--- config.mk ---
export PLATFORM = sky130hd
export DESIGN_NAME = region_table_allocator
export DESIGN_NICKNAME = d
export VERILOG_FILES = /design/src/rtl/core/rta_pkg.sv /design/src/rtl/core/rta_cfg_regs.sv /design/src/rtl/core/rta_table_mem.sv /design/src/rtl/core/rta_state_mem.sv /design/src/rtl/core/region_table_allocator.sv
export SDC_FILE = /design/constraint.sdc
export NUM_CORES = 2
export LEC_CHECK = 0
export ABC_AREA = 1
export BUFFER_PORTS_ARGS = -buffer_cell sky130_fd_sc_hd__buf_2
export CAP_MARGIN = 40
export CELL_PAD_IN_SITES_DETAIL_PLACEMENT = 0
export CELL_PAD_IN_SITES_GLOBAL_PLACEMENT = 1
export CORE_UTILIZATION = 54
export DETAILED_ROUTE_END_ITERATION = 12
export HOLD_SLACK_MARGIN = 0.02
export PLACE_DENSITY_LB_ADDON = 0.3
export SETUP_SLACK_MARGIN = 0.05
export SLEW_MARGIN = 20
export SYNTH_ARGS = -nofsm -noshare
export SYNTH_HDL_FRONTEND = slang
export SYNTH_SLANG_ARGS = --single-unit
export TNS_END_PERCENT = 50
--- constraint.sdc ---
create_clock -name aclk -period 17.9 [get_ports aclk]
set_input_delay 0.895 -clock aclk [delete_from_list [all_inputs] [get_ports aclk]]
set_output_delay 0.895 -clock aclk [all_outputs]
set_load 0.05 [all_outputs]
--- src/rtl/core/rta_pkg.sv ---
package rta_pkg;

    localparam int FLAG_W = 16;
    localparam int DATA_W = 32;
    localparam int IDX_W  = 3;
    localparam int CFG_W  = 4;

    localparam logic REG_REGION_COUNT   = 1'b0;
    localparam logic REG_CACHE_FLAG_BIT = 1'b1;

    typedef enum logic [1:0] {
        OP_LOAD  = 2'd0,
        OP_ALLOC = 2'd1,
        OP_FREE  = 2'd2,
        OP_PUSH  = 2'd3
    } opcode_t;

    typedef enum logic [2:0] {
        STAT_OK       = 3'd0,
        STAT_NONE     = 3'd1,
        STAT_OVERFLOW = 3'd2,
        STAT_CACHE    = 3'd3,
        STAT_BADIDX   = 3'd4
    } status_t;

    typedef enum logic [1:0] {
        FSM_IDLE  = 2'd0,
        FSM_ISSUE = 2'd1,
        FSM_CHECK = 2'd2,
        FSM_RESP  = 2'd3
    } fsm_state_t;

    typedef struct packed {
        logic [CFG_W-1:0] region_count;
        logic [CFG_W-1:0] cache_flag_bit;
    } cfg_t;

    typedef struct packed {
        logic [FLAG_W-1:0] flags;
        logic [DATA_W-1:0] size;
        logic [DATA_W-1:0] base;
    } tbl_entry_t;

    typedef struct packed {
        logic              busy;
        logic [DATA_W-1:0] fill;
    } entry_state_t;

endpackage

--- src/rtl/core/rta_cfg_regs.sv ---
module rta_cfg_regs (
    input  logic          aclk,
    input  logic          aresetn,
    input  logic          psel,
    input  logic          penable,
    input  logic          pwrite,
    input  logic [2:0]    paddr,
    input  logic [31:0]   pwdata,
    output logic [31:0]   prdata,
    output logic          pready,
    output rta_pkg::cfg_t cfg
);
    import rta_pkg::*;

    logic [CFG_W-1:0] region_count_reg, region_count_next;
    logic [CFG_W-1:0] cache_flag_bit_reg, cache_flag_bit_next;
    logic             wr_en;

    assign pready = 1'b1;
    assign wr_en  = psel & penable & pwrite & pready;

    always_comb begin
        region_count_next   = region_count_reg;
        cache_flag_bit_next = cache_flag_bit_reg;
        if (wr_en) begin
            case (paddr[2])
                REG_REGION_COUNT:   region_count_next   = pwdata[CFG_W-1:0];
                REG_CACHE_FLAG_BIT: cache_flag_bit_next = pwdata[CFG_W-1:0];
                default: ;
            endcase
        end
    end

    always_comb begin
        case (paddr[2])
            REG_REGION_COUNT:   prdata = {{(32-CFG_W){1'b0}}, region_count_reg};
            REG_CACHE_FLAG_BIT: prdata = {{(32-CFG_W){1'b0}}, cache_flag_bit_reg};
            default:            prdata = '0;
        endcase
    end

    always_ff @(posedge aclk) begin
        if (!aresetn) begin
            region_count_reg   <= '0;
            cache_flag_bit_reg <= '0;
        end else begin
            region_count_reg   <= region_count_next;
            cache_flag_bit_reg <= cache_flag_bit_next;
        end
    end

    assign cfg.region_count   = region_count_reg;
    assign cfg.cache_flag_bit = cache_flag_bit_reg;

endmodule

--- src/rtl/core/rta_table_mem.sv ---
module rta_table_mem #(
    parameter int MAX_REGIONS = 8,
    parameter int AW          = 3
) (
    input  logic                aclk,
    input  logic                we,
    input  logic [AW-1:0]       waddr,
    input  rta_pkg::tbl_entry_t wdata,
    input  logic                re,
    input  logic [AW-1:0]       raddr,
    output rta_pkg::tbl_entry_t rdata
);
    import rta_pkg::*;

    tbl_entry_t mem [MAX_REGIONS];
    tbl_entry_t rdata_reg;

    always_ff @(posedge aclk) begin
        if (we) begin
            mem[waddr] <= wdata;
        end
        if (re) begin
            rdata_reg <= mem[raddr];
        end
    end

    assign rdata = rdata_reg;

endmodule

--- src/rtl/core/rta_state_mem.sv ---
module rta_state_mem #(
    parameter int MAX_REGIONS = 8,
    parameter int AW          = 3
) (
    input  logic                  aclk,
    input  logic                  aresetn,
    input  logic                  we,
    input  logic [AW-1:0]         waddr,
    input  rta_pkg::entry_state_t wdata,
    input  logic                  re,
    input  logic [AW-1:0]         raddr,
    output rta_pkg::entry_state_t rdata
);
    import rta_pkg::*;

    entry_state_t           mem [MAX_REGIONS];
    entry_state_t           rdata_reg;
    logic [MAX_REGIONS-1:0] vld_reg;
    logic                   rd_vld_reg;

    always_ff @(posedge aclk) begin
        if (we) begin
            mem[waddr] <= wdata;
        end
        if (re) begin
            rdata_reg <= mem[raddr];
        end
    end

    always_ff @(posedge aclk) begin
        if (!aresetn) begin
            vld_reg    <= '0;
            rd_vld_reg <= 1'b0;
        end else begin
            if (we) begin
                vld_reg[waddr] <= 1'b1;
            end
            if (re) begin
                rd_vld_reg <= vld_reg[raddr];
            end
        end
    end

    assign rdata = rd_vld_reg ? rdata_reg : '0;

endmodule

--- src/rtl/core/region_table_allocator.sv ---
// Channel   Direction  Handshake          Payload
// s_        in         s_tvalid/s_tready  operation and its operands
// m_        out        m_tvalid/m_tready  status, granted entry, address
// apb       in         psel/penable       region_count at 0x0, cache_flag_bit at 0x4
//
// Load, free and bad index pass from acceptance through ISSUE and RESP to the output register.
// Push adds a CHECK state after ISSUE. Allocate scans entries in CHECK, one after another, up to
// min(region_count, MAX_REGIONS); the single read port of the entry tables sets the pace.
// One operation at a time; the next is taken once the previous result is registered.
// Reset is synchronous on aresetn low and clears fill and busy marks at once.
// A stalled m_ side holds the block in its response state.
module region_table_allocator #(
    parameter int MAX_REGIONS = 8
) (
    input  logic        aclk,
    input  logic        aresetn,
    input  logic        s_tvalid,
    output logic        s_tready,
    // [2:0] region_index, [18:3] request_flags, [50:19] request_size, [82:51] region_base
    input  logic [87:0] s_tdata,
    // [1:0] opcode
    input  logic [1:0]  s_tuser,
    output logic        m_tvalid,
    input  logic        m_tready,
    // [2:0] status, [5:3] granted_index, [37:6] address
    output logic [39:0] m_tdata,
    input  logic        psel,
    input  logic        penable,
    input  logic        pwrite,
    input  logic [2:0]  paddr,
    input  logic [31:0] pwdata,
    output logic [31:0] prdata,
    output logic        pready
);
    import rta_pkg::*;

    localparam int AW = (MAX_REGIONS > 1) ? $clog2(MAX_REGIONS) : 1;
    localparam int CW = $clog2(MAX_REGIONS + 1);
    localparam logic [6:0] MAX_N = 7'(MAX_REGIONS);

    cfg_t         cfg;
    fsm_state_t   state_reg, state_next;
    opcode_t      op_reg, op_next;
    logic [IDX_W-1:0]  idx_reg, idx_next;
    logic [FLAG_W-1:0] flags_reg, flags_next;
    logic [DATA_W-1:0] size_reg, size_next;
    logic [DATA_W-1:0] base_reg, base_next;
    logic [CW-1:0]     scan_reg, scan_next;
    status_t           res_status_reg, res_status_next;
    logic [IDX_W-1:0]  res_grant_reg, res_grant_next;
    logic [DATA_W-1:0] res_addr_reg, res_addr_next;
    logic              m_valid_reg, m_valid_next;
    logic [39:0]       m_data_reg, m_data_next;

    logic [6:0]    lim_wide;
    logic [CW-1:0] lim;
    logic [CW-1:0] scan_inc;
    logic          idx_ok;
    logic [AW-1:0] idx_addr;
    logic          s_accept;

    logic         tbl_we, tbl_re, st_we, st_re;
    logic [AW-1:0] tbl_waddr, st_waddr, rd_addr;
    tbl_entry_t   tbl_wdata, tbl_rdata;
    entry_state_t st_wdata, st_rdata;

    logic              alloc_match;
    logic [DATA_W-1:0] room, push_addr, push_fill;
    logic              push_over;

    rta_cfg_regs u_cfg (
        .aclk    (aclk),
        .aresetn (aresetn),
        .psel    (psel),
        .penable (penable),
        .pwrite  (pwrite),
        .paddr   (paddr),
        .pwdata  (pwdata),
        .prdata  (prdata),
        .pready  (pready),
        .cfg     (cfg)
    );

    rta_table_mem #(.MAX_REGIONS(MAX_REGIONS), .AW(AW)) u_tbl (
        .aclk  (aclk),
        .we    (tbl_we),
        .waddr (tbl_waddr),
        .wdata (tbl_wdata),
        .re    (tbl_re),
        .raddr (rd_addr),
        .rdata (tbl_rdata)
    );

    rta_state_mem #(.MAX_REGIONS(MAX_REGIONS), .AW(AW)) u_st (
        .aclk    (aclk),
        .aresetn (aresetn),
        .we      (st_we),
        .waddr   (st_waddr),
        .wdata   (st_wdata),
        .re      (st_re),
        .raddr   (rd_addr),
        .rdata   (st_rdata)
    );

    assign lim_wide = ({3'b000, cfg.region_count} > MAX_N) ? MAX_N : {3'b000, cfg.region_count};
    assign lim      = lim_wide[CW-1:0];
    assign scan_inc = scan_reg + CW'(1);
    assign idx_ok   = ({4'b0000, idx_reg} < MAX_N);
    assign idx_addr = AW'(idx_reg);
    assign s_accept = s_tvalid & s_tready;

    assign alloc_match = (tbl_rdata.flags == flags_reg)
                       && (flags_reg[cfg.cache_flag_bit] || (size_reg <= tbl_rdata.size))
                       && !st_rdata.busy;

    assign room      = tbl_rdata.size - st_rdata.fill;
    assign push_over = (st_rdata.fill > tbl_rdata.size) || (size_reg > room);
    assign push_addr = tbl_rdata.base + st_rdata.fill;
    assign push_fill = st_rdata.fill + size_reg;

    always_comb begin
        state_next      = state_reg;
        op_next         = op_reg;
        idx_next        = idx_reg;
        flags_next      = flags_reg;
        size_next       = size_reg;
        base_next       = base_reg;
        scan_next       = scan_reg;
        res_status_next = res_status_reg;
        res_grant_next  = res_grant_reg;
        res_addr_next   = res_addr_reg;
        m_valid_next    = m_valid_reg;
        m_data_next     = m_data_reg;
        s_tready        = 1'b0;
        tbl_we          = 1'b0;
        tbl_waddr       = idx_addr;
        tbl_wdata       = '{flags: flags_reg, size: size_reg, base: base_reg};
        tbl_re          = 1'b0;
        st_we           = 1'b0;
        st_waddr        = idx_addr;
        st_wdata        = '{busy: 1'b0, fill: '0};
        st_re           = 1'b0;
        rd_addr         = (op_reg == OP_ALLOC) ? scan_reg[AW-1:0] : idx_addr;

        if (m_valid_reg && m_tready) begin
            m_valid_next = 1'b0;
        end

        case (state_reg)
            FSM_IDLE: begin
                s_tready = 1'b1;
                if (s_accept) begin
                    op_next    = opcode_t'(s_tuser);
                    idx_next   = s_tdata[2:0];
                    flags_next = s_tdata[18:3];
                    size_next  = s_tdata[50:19];
                    base_next  = s_tdata[82:51];
                    scan_next  = '0;
                    state_next = FSM_ISSUE;
                end
            end
            FSM_ISSUE: begin
                res_status_next = STAT_OK;
                res_grant_next  = '0;
                res_addr_next   = '0;
                if (op_reg == OP_ALLOC) begin
                    if (lim == '0) begin
                        res_status_next = STAT_NONE;
                        state_next      = FSM_RESP;
                    end else begin
                        tbl_re     = 1'b1;
                        st_re      = 1'b1;
                        state_next = FSM_CHECK;
                    end
                end else if (!idx_ok) begin
                    res_status_next = STAT_BADIDX;
                    state_next      = FSM_RESP;
                end else begin
                    case (op_reg)
                        OP_LOAD: begin
                            tbl_we     = 1'b1;
                            state_next = FSM_RESP;
                        end
                        OP_FREE: begin
                            st_we      = 1'b1;
                            state_next = FSM_RESP;
                        end
                        OP_PUSH: begin
                            tbl_re     = 1'b1;
                            st_re      = 1'b1;
                            state_next = FSM_CHECK;
                        end
                        default: state_next = FSM_RESP;
                    endcase
                end
            end
            FSM_CHECK: begin
                if (op_reg == OP_ALLOC) begin
                    if (alloc_match) begin
                        st_we           = 1'b1;
                        st_waddr        = scan_reg[AW-1:0];
                        st_wdata        = '{busy: 1'b1, fill: st_rdata.fill};
                        res_grant_next  = IDX_W'(scan_reg);
                        state_next      = FSM_RESP;
                    end else if (scan_inc >= lim) begin
                        res_status_next = STAT_NONE;
                        state_next      = FSM_RESP;
                    end else begin
                        scan_next = scan_inc;
                        rd_addr   = scan_inc[AW-1:0];
                        tbl_re    = 1'b1;
                        st_re     = 1'b1;
                    end
                end else begin
                    if (tbl_rdata.flags[cfg.cache_flag_bit]) begin
                        res_status_next = STAT_CACHE;
                    end else if (push_over) begin
                        res_status_next = STAT_OVERFLOW;
                    end else begin
                        st_we         = 1'b1;
                        st_wdata      = '{busy: st_rdata.busy, fill: push_fill};
                        res_addr_next = push_addr;
                    end
                    state_next = FSM_RESP;
                end
            end
            FSM_RESP: begin
                if (!m_valid_reg || m_tready) begin
                    m_valid_next = 1'b1;
                    m_data_next  = {2'b00, res_addr_reg, res_grant_reg, res_status_reg};
                    state_next   = FSM_IDLE;
                end
            end
            default: state_next = FSM_IDLE;
        endcase
    end

    always_ff @(posedge aclk) begin
        if (!aresetn) begin
            state_reg   <= FSM_IDLE;
            scan_reg    <= '0;
            m_valid_reg <= 1'b0;
        end else begin
            state_reg   <= state_next;
            scan_reg    <= scan_next;
            m_valid_reg <= m_valid_next;
        end
    end

    always_ff @(posedge aclk) begin
        op_reg         <= op_next;
        idx_reg        <= idx_next;
        flags_reg      <= flags_next;
        size_reg       <= size_next;
        base_reg       <= base_next;
        res_status_reg <= res_status_next;
        res_grant_reg  <= res_grant_next;
        res_addr_reg   <= res_addr_next;
        m_data_reg     <= m_data_next;
    end

    assign m_tvalid = m_valid_reg;
    assign m_tdata  = m_data_reg;

`ifndef SYNTHESIS
    a_scan_in_range: assert property (@(posedge aclk) disable iff (!aresetn)
        (state_reg == FSM_CHECK && op_reg == OP_ALLOC) |-> (scan_reg < lim))
        else $error("allocation scan beyond searched entries");

    a_accept_to_issue: assert property (@(posedge aclk) disable iff (!aresetn)
        s_accept |=> (state_reg == FSM_ISSUE))
        else $error("accepted transaction not issued");

    a_result_from_resp: assert property (@(posedge aclk) disable iff (!aresetn)
        (m_valid_next && !m_valid_reg) |-> (state_reg == FSM_RESP))
        else $error("result loaded outside response state");

    a_status_legal: assert property (@(posedge aclk) disable iff (!aresetn)
        m_valid_reg |-> (m_data_reg[2:0] <= STAT_BADIDX))
        else $error("illegal status code");
`endif

endmodule

==> metrics <==
root buffer cell clkbuf_16; fin nets 5,148; CP endpoint kind register; Setup Skew 0.0434 ns; synth unique cells 50; Seq/Total Area, Yosys 66.0%; die area 0.102 mm2; CTS buffer count 116; per-cell routed wire length 21.5 um; highest routed layer met5; port bufs 139; worst-path maximum fanout 25; gr usage total 26.4%; placed instance area 0.0560 mm2; initial DRC count 2,858; routability cong. 0.960; fmax 136 MHz; Reg-to-Reg End u_st.mem[0][22]$_DFFE_PP_; gr ovfl total 0; Hold Path Class in -> reg; Mapped Area 0.0542 mm2; power share of the clock group 27.6%; Compound-Gate Fraction of Synth Area 13.1%; post-layout util 60.6%; mux contribution to synthesized area 0%; number of synthesized register bits 1,200; hold path startpoint s_tdata[33]; Setup Buffers After CTS 0; post-CTS sizing 0; clk_lat worst skew 0.74 ns; sum of negative setup slack 0 ns; endpoints failing setup 0; Finished Cell Area 0.0599 mm2; placed cell count 6,011; leakage 23.6 nW; Place WS 10.76 ns; core footprint 0.0989 mm2; Clock transition at path regs 0.06 ns; largest family of logic cells by synthesized area compound AO/OA/AOI/OAI gates; H-tree depth 3; met2 wire length 64,800 um; Rel. slew slack 15.4%; initial antenna violation count 6; met3 WL 7720 um; final slew viol count 0; reg-to-reg setup timing slack 10.55 ns; logic gate share of total power 30.8%; hold_buf cts 0; R2R depth 23; TritonCTS clock tree built; worst vdd ir 0.143 mV; Sw Share 35.8%; final hold vios 0; hold depth 1; Critical Path RT 18.29 ns; layout overhead on the synthesized area 10.5%; Vias/cell 5.59; post-synthesis simple-gate area fraction 9.42%; most frequent CP cell nand2_1; vias in the first global route 33,200; Die Y 319 um; Fill cells 7,789; Hold Path End size_reg[14]$_DFFE_PP_; Post-DP HPWL 83,100 um; maxcap violations 0; critical path arrival 7.74 ns; actual slew at the worst max-slew pin 1.27 ns; CP max stage cell o22ai_1; unrepaired setup endpoints after global routing false; register area 0.0358 mm2; pwr dens 148 mW/mm2; layout cells sized above 1 9.70%; critical path class reg -> reg; Yosys warning total 0; Post-Syn Area per Cell 11.5 um2; CP peak stage delay 0.69 ns; area of the multi-input gates 0.0151 mm2; internal power 0.00570 W; P_sw 0.00317 W; final worst slack 10.55 ns; DIE WIDTH 319 um; largest net degree at the start of global routing 237; Post-Route M1 WL 58,900 um; Sequential Power Share 41.5%; Final Cycle Share 41.1%; # DRC 0; most frequent cells in the layout 1,176 x edfxtp_1, 867 x nand2_1, 582 x inv_1; Synth Area in Adders 3.97%; status completed; Routed WL 134,000 um; vias 34,800; Setup crit start kind register; Synth Instances 4,728; Pre-Repair DR Iteration Count 5; xor and xnor area share after synthesis 0.969%; num rows 115; clock buffer depth 3; crit path time final 7.35 ns; reg2reg start u_st.rd_vld_reg$_SDFFE_PN0P_; fin cells 6,227; Initial Utilization 54.8%; IO Count 207; most common cell after layout, fill and taps aside edfxtp_1; Detail Route Antenna Nets 0; crit-path cells buf_4, nand2_1, ha_1, nand2_1, o21ai_0, a21boi_0, o21bai_1, a21oi_1, o21ai_0, a21boi_0, o21ai_0, a21oi_1, xor2_1, ha_1, nand4_1, nor4_1, nand2_1, nand2_1, nand3_1, buf_4, inv_1, nand2_1, o22ai_1; CTS Sinks 1,200; max reg flops 640; global-route wire length before repair 201,000 um
-- critical path: cells and delay by family (launching register included) --
family	cells	cell delay [ns]
flip-flops	1	0.67
AO/OA/AOI/OAI	9	3.21
AND/OR/NAND/NOR	8	1.09
adder cells (fa/ha/maj)	2	0.72
buffers and inverters	3	1.11
XOR/XNOR	1	0.19
-- cell type report --
cell class	count	share of cell area, %
well taps	1287	2.69
clock buffers	136	4.97
diodes	1	0.00418
repair buffers	199	2.20
clock inverters	75	1.38
multi-input cells	2738	25.3
inverters	591	3.73
flip-flops and latches	1200	59.8
-- cell usage after synthesis (all sizes together) --
library cell  number  area (um2)
conb               2        7.51
clkbuf            94         395
o221a              1        11.3
xor2              34         298
o221ai             5        43.8
o21ai            808        4040
o21a              16         120
buf              135         888
o31ai              6        45.0
a211o              1        8.76
nand4             12        75.1
or2              117         732
inv              591        2220
a21o               4        30.0
dfxtp             24         480
a22o               1        8.76
ha               167        2090
o311ai             1        8.76
o21bai             6        45.0
o211a              1        10.0
a211oi             6        45.0
a221oi             3        26.3
nand3b             1        7.51
nor2             140         531
nand3             61         305
a21oi            213        1080
nand2            872        3300
nor3              18        90.1
fa                 3        60.1
a31oi             14        93.8
o2111ai            2        17.5
o211ai           117        1230
xnor2             26         228
nor4              10        62.6
a21boi             6        45.0
o22ai             34         213
edfxtp          1176       35300
-- power by group through the flow --
stage / clock network [W] / registers (W) / logic [W]
2_1_floorplan: 0 / 0.00369 / 0.00199
3_3_place_gp: 0 / 0.00373 / 0.00264
3_5_place_dp: 0 / 0.00374 / 0.00271
4_1_cts: 0.00249 / 0.00368 / 0.00272
5_1_grt: 0.00260 / 0.00370 / 0.00308
6_report: 0.00245 / 0.00368 / 0.00274
-- worst max path at each step --
stage                                       from                      endpoint  slack (ns)
finish              u_st.rd_vld_reg$_SDFFE_PN0P_     u_st.mem[0][22]$_DFFE_PP_       10.55
global route        u_st.rd_vld_reg$_SDFFE_PN0P_     u_st.mem[2][18]$_DFFE_PP_       10.11
CTS                 u_st.rd_vld_reg$_SDFFE_PN0P_      u_st.mem[0][8]$_DFFE_PP_       10.71
detailed placement  u_st.rd_vld_reg$_SDFFE_PN0P_      u_st.mem[0][8]$_DFFE_PP_       10.76
global placement    u_st.rd_vld_reg$_SDFFE_PN0P_     u_st.mem[2][22]$_DFFE_PP_       10.83
floorplan               scan_reg[0]$_SDFFE_PN0P_  u_st.rd_vld_reg$_SDFFE_PN0P_        7.14
-- routing by layer --
layer  track usage [%]  up-vias
met5                 0        -
met4              6.97        2
met3              3.19      159
met2              43.8     1049
met1              36.9    16900
li1                  -    16700
-- metrics by stage --
step	total power, W	hold slack (ns)
2_1_floorplan	0.00568	0.400
3_3_place_gp	0.00637	0.404
3_5_place_dp	0.00645	0.405
4_1_cts	0.00890	0.297
5_1_grt	0.00938	0.313
6_report	0.00887	0.335
-- kinds of logic after synthesis --
family | count (synthesis)
AO/OA/AOI/OAI | 1245
buffers and inverters | 820
XOR/XNOR | 60
AND/OR/NAND/NOR | 1231
flip-flops | 1200
adder cells (fa/ha/maj) | 170
other | 2
Note: power is estimated with default switching activity, not from simulation.
